===== config.mk =====
export PLATFORM = sky130hd
export DESIGN_NAME = led_key_panel_bus_master_flat
export DESIGN_NICKNAME = d
export VERILOG_FILES = /design/src/design/lkp_pkg.sv /design/src/design/lkp_cmd_if.sv /design/src/design/lkp_res_if.sv /design/src/design/lkp_front.sv /design/src/design/lkp_job_queue.sv /design/src/design/lkp_back.sv /design/src/design/led_key_panel_bus_master.sv /design/src/flat_wrapper.sv
export VERILOG_INCLUDE_DIRS = /design/src /design/src/design
export SDC_FILE = /design/constraint.sdc
export NUM_CORES = 1
export LEC_CHECK = 0
export BUFFER_PORTS_ARGS = -buffer_cell sky130_fd_sc_hd__buf_2
export CELL_PAD_IN_SITES_DETAIL_PLACEMENT = 1
export CELL_PAD_IN_SITES_GLOBAL_PLACEMENT = 1
export CORE_ASPECT_RATIO = 0.8
export CORE_MARGIN = 1
export CORE_UTILIZATION = 45
export CTS_CLUSTER_DIAMETER = 30
export DETAILED_ROUTE_END_ITERATION = 8
export HOLD_SLACK_MARGIN = 0.12
export PLACE_DENSITY = 0.78
export SETUP_SLACK_MARGIN = 0.4
export SLEW_MARGIN = 20
export SYNTH_ARGS = -nofsm -noshare
export SYNTH_HDL_FRONTEND = slang
export SYNTH_HIERARCHICAL = 1
export SYNTH_SLANG_ARGS = --single-unit

===== constraint.sdc =====
create_clock -name clk -period 3.15 [get_ports clk]
set_input_delay 0 -clock clk [delete_from_list [all_inputs] [get_ports clk]]
set_output_delay 0 -clock clk [all_outputs]
set_load 0.02 [all_outputs]

===== src/design/led_key_panel_bus_master_assert.svh =====
// Assertion macros for the panel bus master back stage.
`ifndef LED_KEY_PANEL_BUS_MASTER_ASSERT_SVH
`define LED_KEY_PANEL_BUS_MASTER_ASSERT_SVH

// Same-cycle implication, checked out of reset.
`define LKP_ASSERT_IMP(lbl, ante, cons) \
  lbl: assert property (@(posedge clk) disable iff (rst) (ante) |-> (cons)) \
    else $error("lkp same-cycle check failed");

// Next-cycle implication, checked out of reset.
`define LKP_ASSERT_NEXT(lbl, ante, cons) \
  lbl: assert property (@(posedge clk) disable iff (rst) (ante) |=> (cons)) \
    else $error("lkp next-cycle check failed");

`endif


===== src/design/lkp_pkg.sv =====
package lkp_pkg;

  localparam int DIGIT_COUNT    = 8;
  localparam int CLEAR_BYTES    = 16;
  localparam int KEY_READ_BYTES = 4;
  localparam int QUEUE_DEPTH    = 4;

  localparam int LED_RESULTS   = 2 * DIGIT_COUNT;
  localparam int INIT_RESULTS  = CLEAR_BYTES + 2;
  localparam int MAX_RESULTS   = (INIT_RESULTS > LED_RESULTS) ? INIT_RESULTS : LED_RESULTS;
  localparam int LEN_W         = $clog2(MAX_RESULTS + 1);
  localparam int QPTR_W        = $clog2(QUEUE_DEPTH);

  localparam logic [2:0] CMD_INIT       = 3'd0;
  localparam logic [2:0] CMD_CLEAR      = 3'd1;
  localparam logic [2:0] CMD_SET_SEG    = 3'd2;
  localparam logic [2:0] CMD_SET_LEDS   = 3'd3;
  localparam logic [2:0] CMD_BRIGHTNESS = 3'd4;
  localparam logic [2:0] CMD_READ_KEYS  = 3'd5;
  localparam logic [2:0] CMD_KEY_BYTE   = 3'd6;

  localparam logic [7:0] BYTE_DISPLAY_ON = 8'h8f;
  localparam logic [7:0] BYTE_READ_KEYS  = 8'h42;
  localparam logic [7:0] BYTE_ADDR_BASE  = 8'hc0;
  localparam logic [7:0] BYTE_BRIGHT     = 8'h80;
  localparam logic [7:0] BYTE_ONE        = 8'h01;
  localparam logic [7:0] BYTE_ZERO       = 8'h00;

  typedef enum logic [2:0] {
    JOB_INIT,
    JOB_CLEAR,
    JOB_SEG,
    JOB_LEDS,
    JOB_BRIGHT,
    JOB_READ,
    JOB_KEYS
  } job_kind_t;

  typedef struct packed {
    job_kind_t  kind;
    logic [2:0] position;
    logic [7:0] value;
  } job_t;

  function automatic logic [LEN_W-1:0] job_length(job_kind_t kind);
    logic [LEN_W-1:0] len;
    case (kind)
      JOB_INIT:  len = LEN_W'(INIT_RESULTS);
      JOB_CLEAR: len = LEN_W'(CLEAR_BYTES + 1);
      JOB_SEG:   len = LEN_W'(3);
      JOB_LEDS:  len = LEN_W'(LED_RESULTS);
      default:   len = LEN_W'(1);
    endcase
    return len;
  endfunction

endpackage


===== src/design/lkp_cmd_if.sv =====
interface lkp_cmd_if;
  logic       valid;
  logic       ready;
  logic [2:0] command;
  logic [2:0] position;
  logic [7:0] value;

  modport source (output valid, command, position, value, input ready);
  modport sink (input valid, command, position, value, output ready);
endinterface


===== src/design/lkp_res_if.sv =====
interface lkp_res_if;
  logic       valid;
  logic       ready;
  logic [7:0] bus_byte;
  logic       frame_end;
  logic       keys_valid;
  logic [7:0] key_state;
  logic       expect_reads;
  logic       last;

  modport source (output valid, bus_byte, frame_end, keys_valid, key_state,
                  expect_reads, last, input ready);
  modport sink (input valid, bus_byte, frame_end, keys_valid, key_state,
                expect_reads, last, output ready);
endinterface


===== src/design/lkp_front.sv =====
module lkp_front (
  input  logic          clk,
  input  logic          rst,
  lkp_cmd_if.sink       cmd,
  input  logic          queue_full,
  output logic          push,
  output lkp_pkg::job_t push_job
);

  logic       reading;
  logic [2:0] reads_taken;
  logic [7:0] key_accumulator;
  logic       reading_next;
  logic [2:0] reads_taken_next;
  logic [7:0] key_accumulator_next;
  logic       accept;

  assign cmd.ready = !queue_full;
  assign accept    = cmd.valid && cmd.ready;

  always_comb begin
    push                 = 1'b0;
    push_job.kind        = lkp_pkg::JOB_INIT;
    push_job.position    = cmd.position;
    push_job.value       = cmd.value;
    reading_next         = reading;
    reads_taken_next     = reads_taken;
    key_accumulator_next = key_accumulator;
    if (accept) begin
      if (reading) begin
        if (cmd.command == lkp_pkg::CMD_KEY_BYTE) begin
          key_accumulator_next = key_accumulator | (cmd.value << reads_taken);
          reads_taken_next     = reads_taken + 3'd1;
          if (reads_taken_next >= 3'(lkp_pkg::KEY_READ_BYTES)) begin
            push             = 1'b1;
            push_job.kind    = lkp_pkg::JOB_KEYS;
            push_job.value   = key_accumulator_next;
            reading_next     = 1'b0;
            reads_taken_next = 3'd0;
          end
        end
      end else begin
        case (cmd.command)
          lkp_pkg::CMD_INIT: begin
            push          = 1'b1;
            push_job.kind = lkp_pkg::JOB_INIT;
          end
          lkp_pkg::CMD_CLEAR: begin
            push          = 1'b1;
            push_job.kind = lkp_pkg::JOB_CLEAR;
          end
          lkp_pkg::CMD_SET_SEG: begin
            push          = {1'b0, cmd.position} < 4'(lkp_pkg::DIGIT_COUNT);
            push_job.kind = lkp_pkg::JOB_SEG;
          end
          lkp_pkg::CMD_SET_LEDS: begin
            push          = 1'b1;
            push_job.kind = lkp_pkg::JOB_LEDS;
          end
          lkp_pkg::CMD_BRIGHTNESS: begin
            push          = 1'b1;
            push_job.kind = lkp_pkg::JOB_BRIGHT;
          end
          lkp_pkg::CMD_READ_KEYS: begin
            push                 = 1'b1;
            push_job.kind        = lkp_pkg::JOB_READ;
            reading_next         = 1'b1;
            reads_taken_next     = 3'd0;
            key_accumulator_next = 8'd0;
          end
          default: begin
            push = 1'b0;
          end
        endcase
      end
    end
  end

  always_ff @(posedge clk) begin
    if (rst) begin
      reading         <= 1'b0;
      reads_taken     <= 3'd0;
      key_accumulator <= 8'd0;
    end else begin
      reading         <= reading_next;
      reads_taken     <= reads_taken_next;
      key_accumulator <= key_accumulator_next;
    end
  end

endmodule


===== src/design/lkp_job_queue.sv =====
module lkp_job_queue (
  input  logic          clk,
  input  logic          rst,
  input  logic          push,
  input  lkp_pkg::job_t push_job,
  output logic          full,
  input  logic          pop,
  output lkp_pkg::job_t pop_job,
  output logic          empty
);

  lkp_pkg::job_t                 entries [lkp_pkg::QUEUE_DEPTH];
  logic [lkp_pkg::QPTR_W-1:0]    wr_ptr;
  logic [lkp_pkg::QPTR_W-1:0]    rd_ptr;
  logic [lkp_pkg::QPTR_W:0]      count;
  logic                          do_push;
  logic                          do_pop;

  assign full    = count == (lkp_pkg::QPTR_W + 1)'(lkp_pkg::QUEUE_DEPTH);
  assign empty   = count == '0;
  assign do_push = push && !full;
  assign do_pop  = pop && !empty;
  assign pop_job = entries[rd_ptr];

  always_ff @(posedge clk) begin
    if (do_push) begin
      entries[wr_ptr] <= push_job;
    end
  end

  always_ff @(posedge clk) begin
    if (rst) begin
      wr_ptr <= '0;
      rd_ptr <= '0;
      count  <= '0;
    end else begin
      if (do_push) begin
        wr_ptr <= wr_ptr + 1'b1;
      end
      if (do_pop) begin
        rd_ptr <= rd_ptr + 1'b1;
      end
      case ({do_push, do_pop})
        2'b10:   count <= count + 1'b1;
        2'b01:   count <= count - 1'b1;
        default: count <= count;
      endcase
    end
  end

endmodule


===== src/design/lkp_back.sv =====
`include "led_key_panel_bus_master_assert.svh"

module lkp_back (
  input  logic          clk,
  input  logic          rst,
  input  logic          queue_empty,
  input  lkp_pkg::job_t pop_job,
  output logic          pop,
  lkp_res_if.source     res
);

  logic                      busy;
  lkp_pkg::job_t             job;
  logic [lkp_pkg::LEN_W-1:0] cnt;
  logic                      out_free;
  logic                      is_last;
  logic [2:0]                led_idx;
  logic [7:0]                byte_now;
  logic                      fend_now;
  logic                      keys_now;
  logic                      expect_now;

  assign out_free = !res.valid || res.ready;
  assign pop      = !busy && !queue_empty;
  assign is_last  = cnt == (lkp_pkg::job_length(job.kind) - 1'b1);
  assign led_idx  = 3'(cnt >> 1);

  always_comb begin
    byte_now   = lkp_pkg::BYTE_ZERO;
    fend_now   = 1'b0;
    keys_now   = 1'b0;
    expect_now = 1'b0;
    case (job.kind)
      lkp_pkg::JOB_INIT: begin
        if (cnt == '0) begin
          byte_now = lkp_pkg::BYTE_DISPLAY_ON;
          fend_now = 1'b1;
        end else if (cnt == lkp_pkg::LEN_W'(1)) begin
          byte_now = lkp_pkg::BYTE_ADDR_BASE;
        end else begin
          fend_now = is_last;
        end
      end
      lkp_pkg::JOB_CLEAR: begin
        if (cnt == '0) begin
          byte_now = lkp_pkg::BYTE_ADDR_BASE;
        end else begin
          fend_now = is_last;
        end
      end
      lkp_pkg::JOB_SEG: begin
        if (cnt == '0) begin
          byte_now = lkp_pkg::BYTE_ADDR_BASE;
          fend_now = 1'b1;
        end else if (cnt == lkp_pkg::LEN_W'(1)) begin
          byte_now = lkp_pkg::BYTE_ADDR_BASE | {4'd0, job.position, 1'b0};
        end else begin
          byte_now = job.value;
          fend_now = 1'b1;
        end
      end
      lkp_pkg::JOB_LEDS: begin
        if (!cnt[0]) begin
          byte_now = lkp_pkg::BYTE_ADDR_BASE | {4'd0, led_idx, 1'b1};
        end else begin
          byte_now = job.value[led_idx] ? lkp_pkg::BYTE_ONE : lkp_pkg::BYTE_ZERO;
          fend_now = 1'b1;
        end
      end
      lkp_pkg::JOB_BRIGHT: begin
        byte_now = lkp_pkg::BYTE_BRIGHT | {4'd0, job.value[3:0]};
        fend_now = 1'b1;
      end
      lkp_pkg::JOB_READ: begin
        byte_now   = lkp_pkg::BYTE_READ_KEYS;
        expect_now = 1'b1;
      end
      lkp_pkg::JOB_KEYS: begin
        fend_now = 1'b1;
        keys_now = 1'b1;
      end
      default: begin
        byte_now = lkp_pkg::BYTE_ZERO;
      end
    endcase
  end

  always_ff @(posedge clk) begin
    if (rst) begin
      busy      <= 1'b0;
      cnt       <= '0;
      res.valid <= 1'b0;
    end else begin
      if (pop) begin
        busy <= 1'b1;
        job  <= pop_job;
        cnt  <= '0;
      end
      if (busy && out_free) begin
        res.valid        <= 1'b1;
        res.bus_byte     <= byte_now;
        res.frame_end    <= fend_now;
        res.keys_valid   <= keys_now;
        res.key_state    <= keys_now ? job.value : 8'd0;
        res.expect_reads <= expect_now;
        res.last         <= is_last;
        cnt              <= cnt + 1'b1;
        if (is_last) begin
          busy <= 1'b0;
        end
      end else if (res.ready) begin
        res.valid <= 1'b0;
      end
    end
  end

  `LKP_ASSERT_IMP(a_keys_close, res.valid && res.keys_valid, res.frame_end && res.last)
  `LKP_ASSERT_IMP(a_keys_byte, res.valid && res.keys_valid, res.bus_byte == lkp_pkg::BYTE_ZERO)
  `LKP_ASSERT_IMP(a_last_frames, res.valid && res.last, res.frame_end || res.expect_reads)
  `LKP_ASSERT_NEXT(a_pop_loads, pop, busy && cnt == '0)
  `LKP_ASSERT_IMP(a_cnt_range, busy, cnt < lkp_pkg::job_length(job.kind))

endmodule


===== src/design/led_key_panel_bus_master.sv =====
// Channel  Direction  Fields
// cmd      in         command[2:0], position[2:0], value[7:0]
// res      out        bus_byte[7:0], frame_end, keys_valid, key_state[7:0],
//                     expect_reads, last
//
// The front stage takes one command per cycle while the four-entry job queue has room.
// The back stage loads a job, then registers its results one at a time, holding while the output stalls:
// 18 results for init, 17 for clear, 16 for set leds, 3 for set segment, 1 otherwise.
// Its result counter sets the sustained rate; commands without results only occupy the front stage.
// A stalled result holds in the output register while the front keeps filling the queue.
// Synchronous reset clears the read state, the queue and the output valid.
module led_key_panel_bus_master (
  input  logic      clk,
  input  logic      rst,
  lkp_cmd_if.sink   cmd,
  lkp_res_if.source res
);

  logic          push;
  lkp_pkg::job_t push_job;
  logic          queue_full;
  logic          pop;
  lkp_pkg::job_t pop_job;
  logic          queue_empty;

  lkp_front u_front (
    .clk        (clk),
    .rst        (rst),
    .cmd        (cmd),
    .queue_full (queue_full),
    .push       (push),
    .push_job   (push_job)
  );

  lkp_job_queue u_queue (
    .clk      (clk),
    .rst      (rst),
    .push     (push),
    .push_job (push_job),
    .full     (queue_full),
    .pop      (pop),
    .pop_job  (pop_job),
    .empty    (queue_empty)
  );

  lkp_back u_back (
    .clk         (clk),
    .rst         (rst),
    .queue_empty (queue_empty),
    .pop_job     (pop_job),
    .pop         (pop),
    .res         (res)
  );

endmodule


===== src/flat_wrapper.sv =====
// flat-port wrapper written by rule: the top's interface ports become plain ports
module led_key_panel_bus_master_flat 
  (clk, rst, cmd_valid, cmd_command, cmd_position, cmd_value, cmd_ready, res_valid, res_bus_byte, res_frame_end, res_keys_valid, res_key_state, res_expect_reads, res_last, res_ready);
  lkp_cmd_if cmd_i ();
  lkp_res_if res_i ();
  input  logic clk;
  input  logic rst;
  input wire logic [$bits(cmd_i.valid)-1:0] cmd_valid;
  input wire logic [$bits(cmd_i.command)-1:0] cmd_command;
  input wire logic [$bits(cmd_i.position)-1:0] cmd_position;
  input wire logic [$bits(cmd_i.value)-1:0] cmd_value;
  output wire logic [$bits(cmd_i.ready)-1:0] cmd_ready;
  output wire logic [$bits(res_i.valid)-1:0] res_valid;
  output wire logic [$bits(res_i.bus_byte)-1:0] res_bus_byte;
  output wire logic [$bits(res_i.frame_end)-1:0] res_frame_end;
  output wire logic [$bits(res_i.keys_valid)-1:0] res_keys_valid;
  output wire logic [$bits(res_i.key_state)-1:0] res_key_state;
  output wire logic [$bits(res_i.expect_reads)-1:0] res_expect_reads;
  output wire logic [$bits(res_i.last)-1:0] res_last;
  input wire logic [$bits(res_i.ready)-1:0] res_ready;
  assign cmd_i.valid = cmd_valid;
  assign cmd_i.command = cmd_command;
  assign cmd_i.position = cmd_position;
  assign cmd_i.value = cmd_value;
  assign cmd_ready = cmd_i.ready;
  assign res_valid = res_i.valid;
  assign res_bus_byte = res_i.bus_byte;
  assign res_frame_end = res_i.frame_end;
  assign res_keys_valid = res_i.keys_valid;
  assign res_key_state = res_i.key_state;
  assign res_expect_reads = res_i.expect_reads;
  assign res_last = res_i.last;
  assign res_i.ready = res_ready;
  led_key_panel_bus_master u_core (.clk(clk), .rst(rst), .cmd(cmd_i), .res(res_i));
endmodule

==> reports/results.tsv <==
stage	metric	value	unit
floorplanning	# IOs	40	
critical_path	R2R Setup Slk	550	ps
sta	Max-slew headroom	33.7	%
critical_path	CP delay by family, top	adder cells	
critical_path	RR Endpoint	u_core/u_queue/count[2]$_SDFFE_PP0P_	
floorplanning	Chip Height	101	um
sta	f_max	385	MHz
job	MaxCap Viol Count	0	
final_layout	share of cells above drive strength 1	27.5	%
synthesis	post-synthesis sequential area ratio	59.2	%
routing	First DRT Iteration DRCs	244	
critical_path	crit path capture type	flip-flop	
critical_path	Worst path slowest cell	fa_1	
critical_path	slowest cell delay on critical path	370	ps
critical_path	Crit Path Max Fanout	6	
synthesis	synthesized area per cell	13.8	sq um
critical_path	r2r startpoint	u_core/u_front/reads_taken[0]$_SDFFE_PP0P_	
power	PD cells	769	mW/mm^2
min_path	HP Class	primary input to flip-flop	
power	Psw	1.45	mW
global_route	Total GRT Usage	20.6	%
cts	Root Buffer	clkbuf_16	
cts	Clk pin slew, worst setup/hold paths	60	ps
global_route	total gr overflow	0	
synthesis	number of library cell types mapped by synthesis	67	
placement	DPL Wire Length	7.56	mm
sta	Final TNS setup	0	ps
routing	drt via density	5.58	
critical_path	worst endpoint required time	3490	ps
global_route	pin count of the biggest net entering global routing	25	
placement	port bufs	39	
floorplanning	Starting Density	47.0	%
critical_path	CP Buf/Inv Count	3	
global_route	GRT met1 Usage	23.5	%
global_route	grt met3 use	5.89	%
synthesis	most used flip-flop cell after synthesis	edfxtp_1	
cts	htree depth	4	
routing	via count	3485	
final_layout	Layout Nets	496	
sta	Final Skew	13.1	ps
synthesis	Yosys warning total	6	
critical_path	CP Launch Type	flip-flop	
power	Pint	3.59	mW
routing	Routed Antenna Nets	0	
synthesis	Mapped Cells	399	
floorplanning	core area	0.0117	sq mm
floorplanning	Die W	126	um
cts	clock latency on the worst-skew pair	420	ps
final_layout	commonest non-fill, non-tap cell in the layout	edfxtp_1	
global_route	initial antenna violation count	0	
power	Leak Pwr	2.43	nW
final_layout	commonest cells after routing, fill and taps aside	90 x edfxtp_1, 40 x nor2_1, 39 x buf_2	
power	Reg power frac	42.4	%
sta	Least-Margin Pin Slew	989	ps
critical_path	R2R cell count	14	
sta	min cycle time layout	2600	ps
floorplanning	FP Rows	35	
global_route	met2 usage	36.8	%
sta	max-slew violation count	0	
routing	TritonRoute pass-1 iters	4	
critical_path	Crit Path Class	flip-flop to flip-flop	
power	Max VDD drop	0.407	mV
synthesis	number of flops mapped to enable cells by yosys	90	
sta	hold slack	144	ps
final_layout	ant diodes	0	
placement	Placer Congestion	0.873	
routing	drc violations	0	
sta	# setup viols final	0	
min_path	Hold Crit Depth	3	
run_status	outcome	finished, final reports clean	
sta	Final period util	82.5	%
critical_path	Cell Chain, Critical Path	ha_1 > xnor2_2 > nor3_1 > o21ai_1 > a21oi_1 > inv_2 > nor2_4 > inv_1 > ha_1 > inv_1 > fa_1 > xor2_1 > or3_1 > a21oi_1	
global_route	global-route wire length before repair	19.1	mm
final_layout	Layout area overhead	18.8	%
global_route	layer with the highest usage	met2	
cts	clock tree sinks	118	
global_route	vias in the first global route	3673	
sta	final hold vios	0	
critical_path	WP data arrival	2940	ps
sta	RSZ-0062 raised after global routing	no	
synthesis	synthesized net count	432	
routing	DRT Wirelength	12.1	mm
floorplanning	Die Outline Area	0.0127	sq mm
synthesis	flops & latches, synth	118	
routing	DR WL/cell	19.4	um
cts	CTS tree	yes	
cts	clk buf depth	2	
synthesis	mapped cell area	0.00551	sq mm
power	Gate power share	20.5	%
power	Switching Share	28.8	%
cts	CTS buffer count	17	
min_path	hold endpoint	u_core/u_queue/entries[3][5]$_DFFE_PP_	
synthesis	FFs w/ async S/R, synth	0	%
min_path	HP Start	cmd_value[5]	
power	clock share of power	37.1	%
per-stage QoR:
step,instances,setup WS (ps),cell area (sq um),utilization (%),power (mW)
after global routing,624,389,6550,55.8,5.27
after detailed placement,572,272,5770,49.2,3.13
final,624,551,6550,55.8,5.04
after CTS,620,428,6510,55.5,5.05
after floorplan,399,560,5510,-,2.89
after global placement,572,467,5770,49.2,3.07
cell families (layout without fill, tap and decap cells):
group | Yosys count | after routing | synth area share (%)
adder cells (fa/ha/maj) | 15 | 15 | 3.54
buffers and inverters | 43 | 120 | 4.93
multiplexers | 34 | 34 | 11.5
AO/OA/AOI/OAI | 68 | 68 | 7.95
flip-flops | 118 | 118 | 59.2
XOR/XNOR | 6 | 6 | 1.09
AND/OR/NAND/NOR | 115 | 115 | 11.8
cell type report:
| cell class | count | area [sq um] |
|---|---|---|
| Clock inverter | 7 | 68.8 |
| Multi-Input combinational cell | 238 | 2000 |
| Timing Repair Buffer | 69 | 455 |
| Sequential cell | 118 | 3260 |
| Clock buffer | 25 | 507 |
| Inverter | 19 | 71.3 |
| Tap cell | 148 | 185 |
| Fill cell | 1173 | 5190 |
cell usage after synthesis (all sizes together) (6+ instances only):
library cell  instances  area share (%)
inv                  18             1.2
nor2                 42             2.9
or3                   6            0.68
edfxtp               90              49
dfxtp                28              10
nand2                 9            0.61
and2                  7            0.84
buf                  18             3.0
a21oi                33             3.2
ha                   14             3.2
clkbuf                6            0.59
mux2                  9             2.0
o21ai                10            0.91
and3                 10             1.1
nor3                  9             1.1
mux4                 20             8.6
power by group through the flow:
stage | clock network (mW) | logic [mW] | registers [mW]
after global placement | 0 | 0.928 | 2.14
after global routing | 1.97 | 1.14 | 2.16
after CTS | 1.90 | 1.02 | 2.14
after floorplan | 0 | 0.797 | 2.09
after detailed placement | 0 | 0.975 | 2.16
final | 1.87 | 1.03 | 2.14
tightest hold or removal path, delay by kind of cell:
kind,cells,cell delay (ps)
buf+inv,1,110
compound gates,1,210
simple gates,1,70
state kept, by name (all words and copies together) (netlist names), 2 cells and up, named ones only:
register,count
u_core/u_back/cnt,5
u_core/u_queue/rd_ptr,2
u_core/u_back/job,14
u_core/u_front/reads_taken,3
u_core/u_front/key_accumulator,8
u_core/u_back/res.bus_byte,8
u_core/u_back/res.key_state,8
u_core/u_queue/entries,56
u_core/u_queue/count,3
u_core/u_queue/wr_ptr,2
worst max path at each step:
stage	slack [ps]	depth (start not counted)	to	start
floorplan	560	14	u_core/u_queue/count[2]$_SDFFE_PP0P_	u_core/u_front/reads_taken[0]$_SDFFE_PP0P_
global placement	470	14	u_core/u_queue/count[2]$_SDFFE_PP0P_	u_core/u_front/reads_taken[0]$_SDFFE_PP0P_
detailed placement	270	14	u_core/u_queue/count[2]$_SDFFE_PP0P_	u_core/u_front/reads_taken[0]$_SDFFE_PP0P_
CTS	430	13	u_core/u_queue/count[2]$_SDFFE_PP0P_	u_core/u_queue/count[2]$_SDFFE_PP0P_
global route	390	14	u_core/u_queue/count[2]$_SDFFE_PP0P_	u_core/u_front/reads_taken[0]$_SDFFE_PP0P_
finish	550	14	u_core/u_queue/count[2]$_SDFFE_PP0P_	u_core/u_front/reads_taken[0]$_SDFFE_PP0P_
timing repair:
| item | CTS | global route |
|---|---|---|
| setup buffers | 2 | 4 |
| gates resized for setup | 2 | 5 |
| pin swaps | 2 | 1 |
| hold buffers | 14 | 0 |
| hold endpoints to repair | 63 | 0 |
| cloned | 0 | 0 |
| setup endpoints to repair | 2 | 2 |
per-layer routing:
layer	wire, um	up-vias
met2	6190	83
met5	0	-
met1	5250	1754
li1	-	1633
met4	195	0
met3	481	15
(Power assumes the default switching activity.)
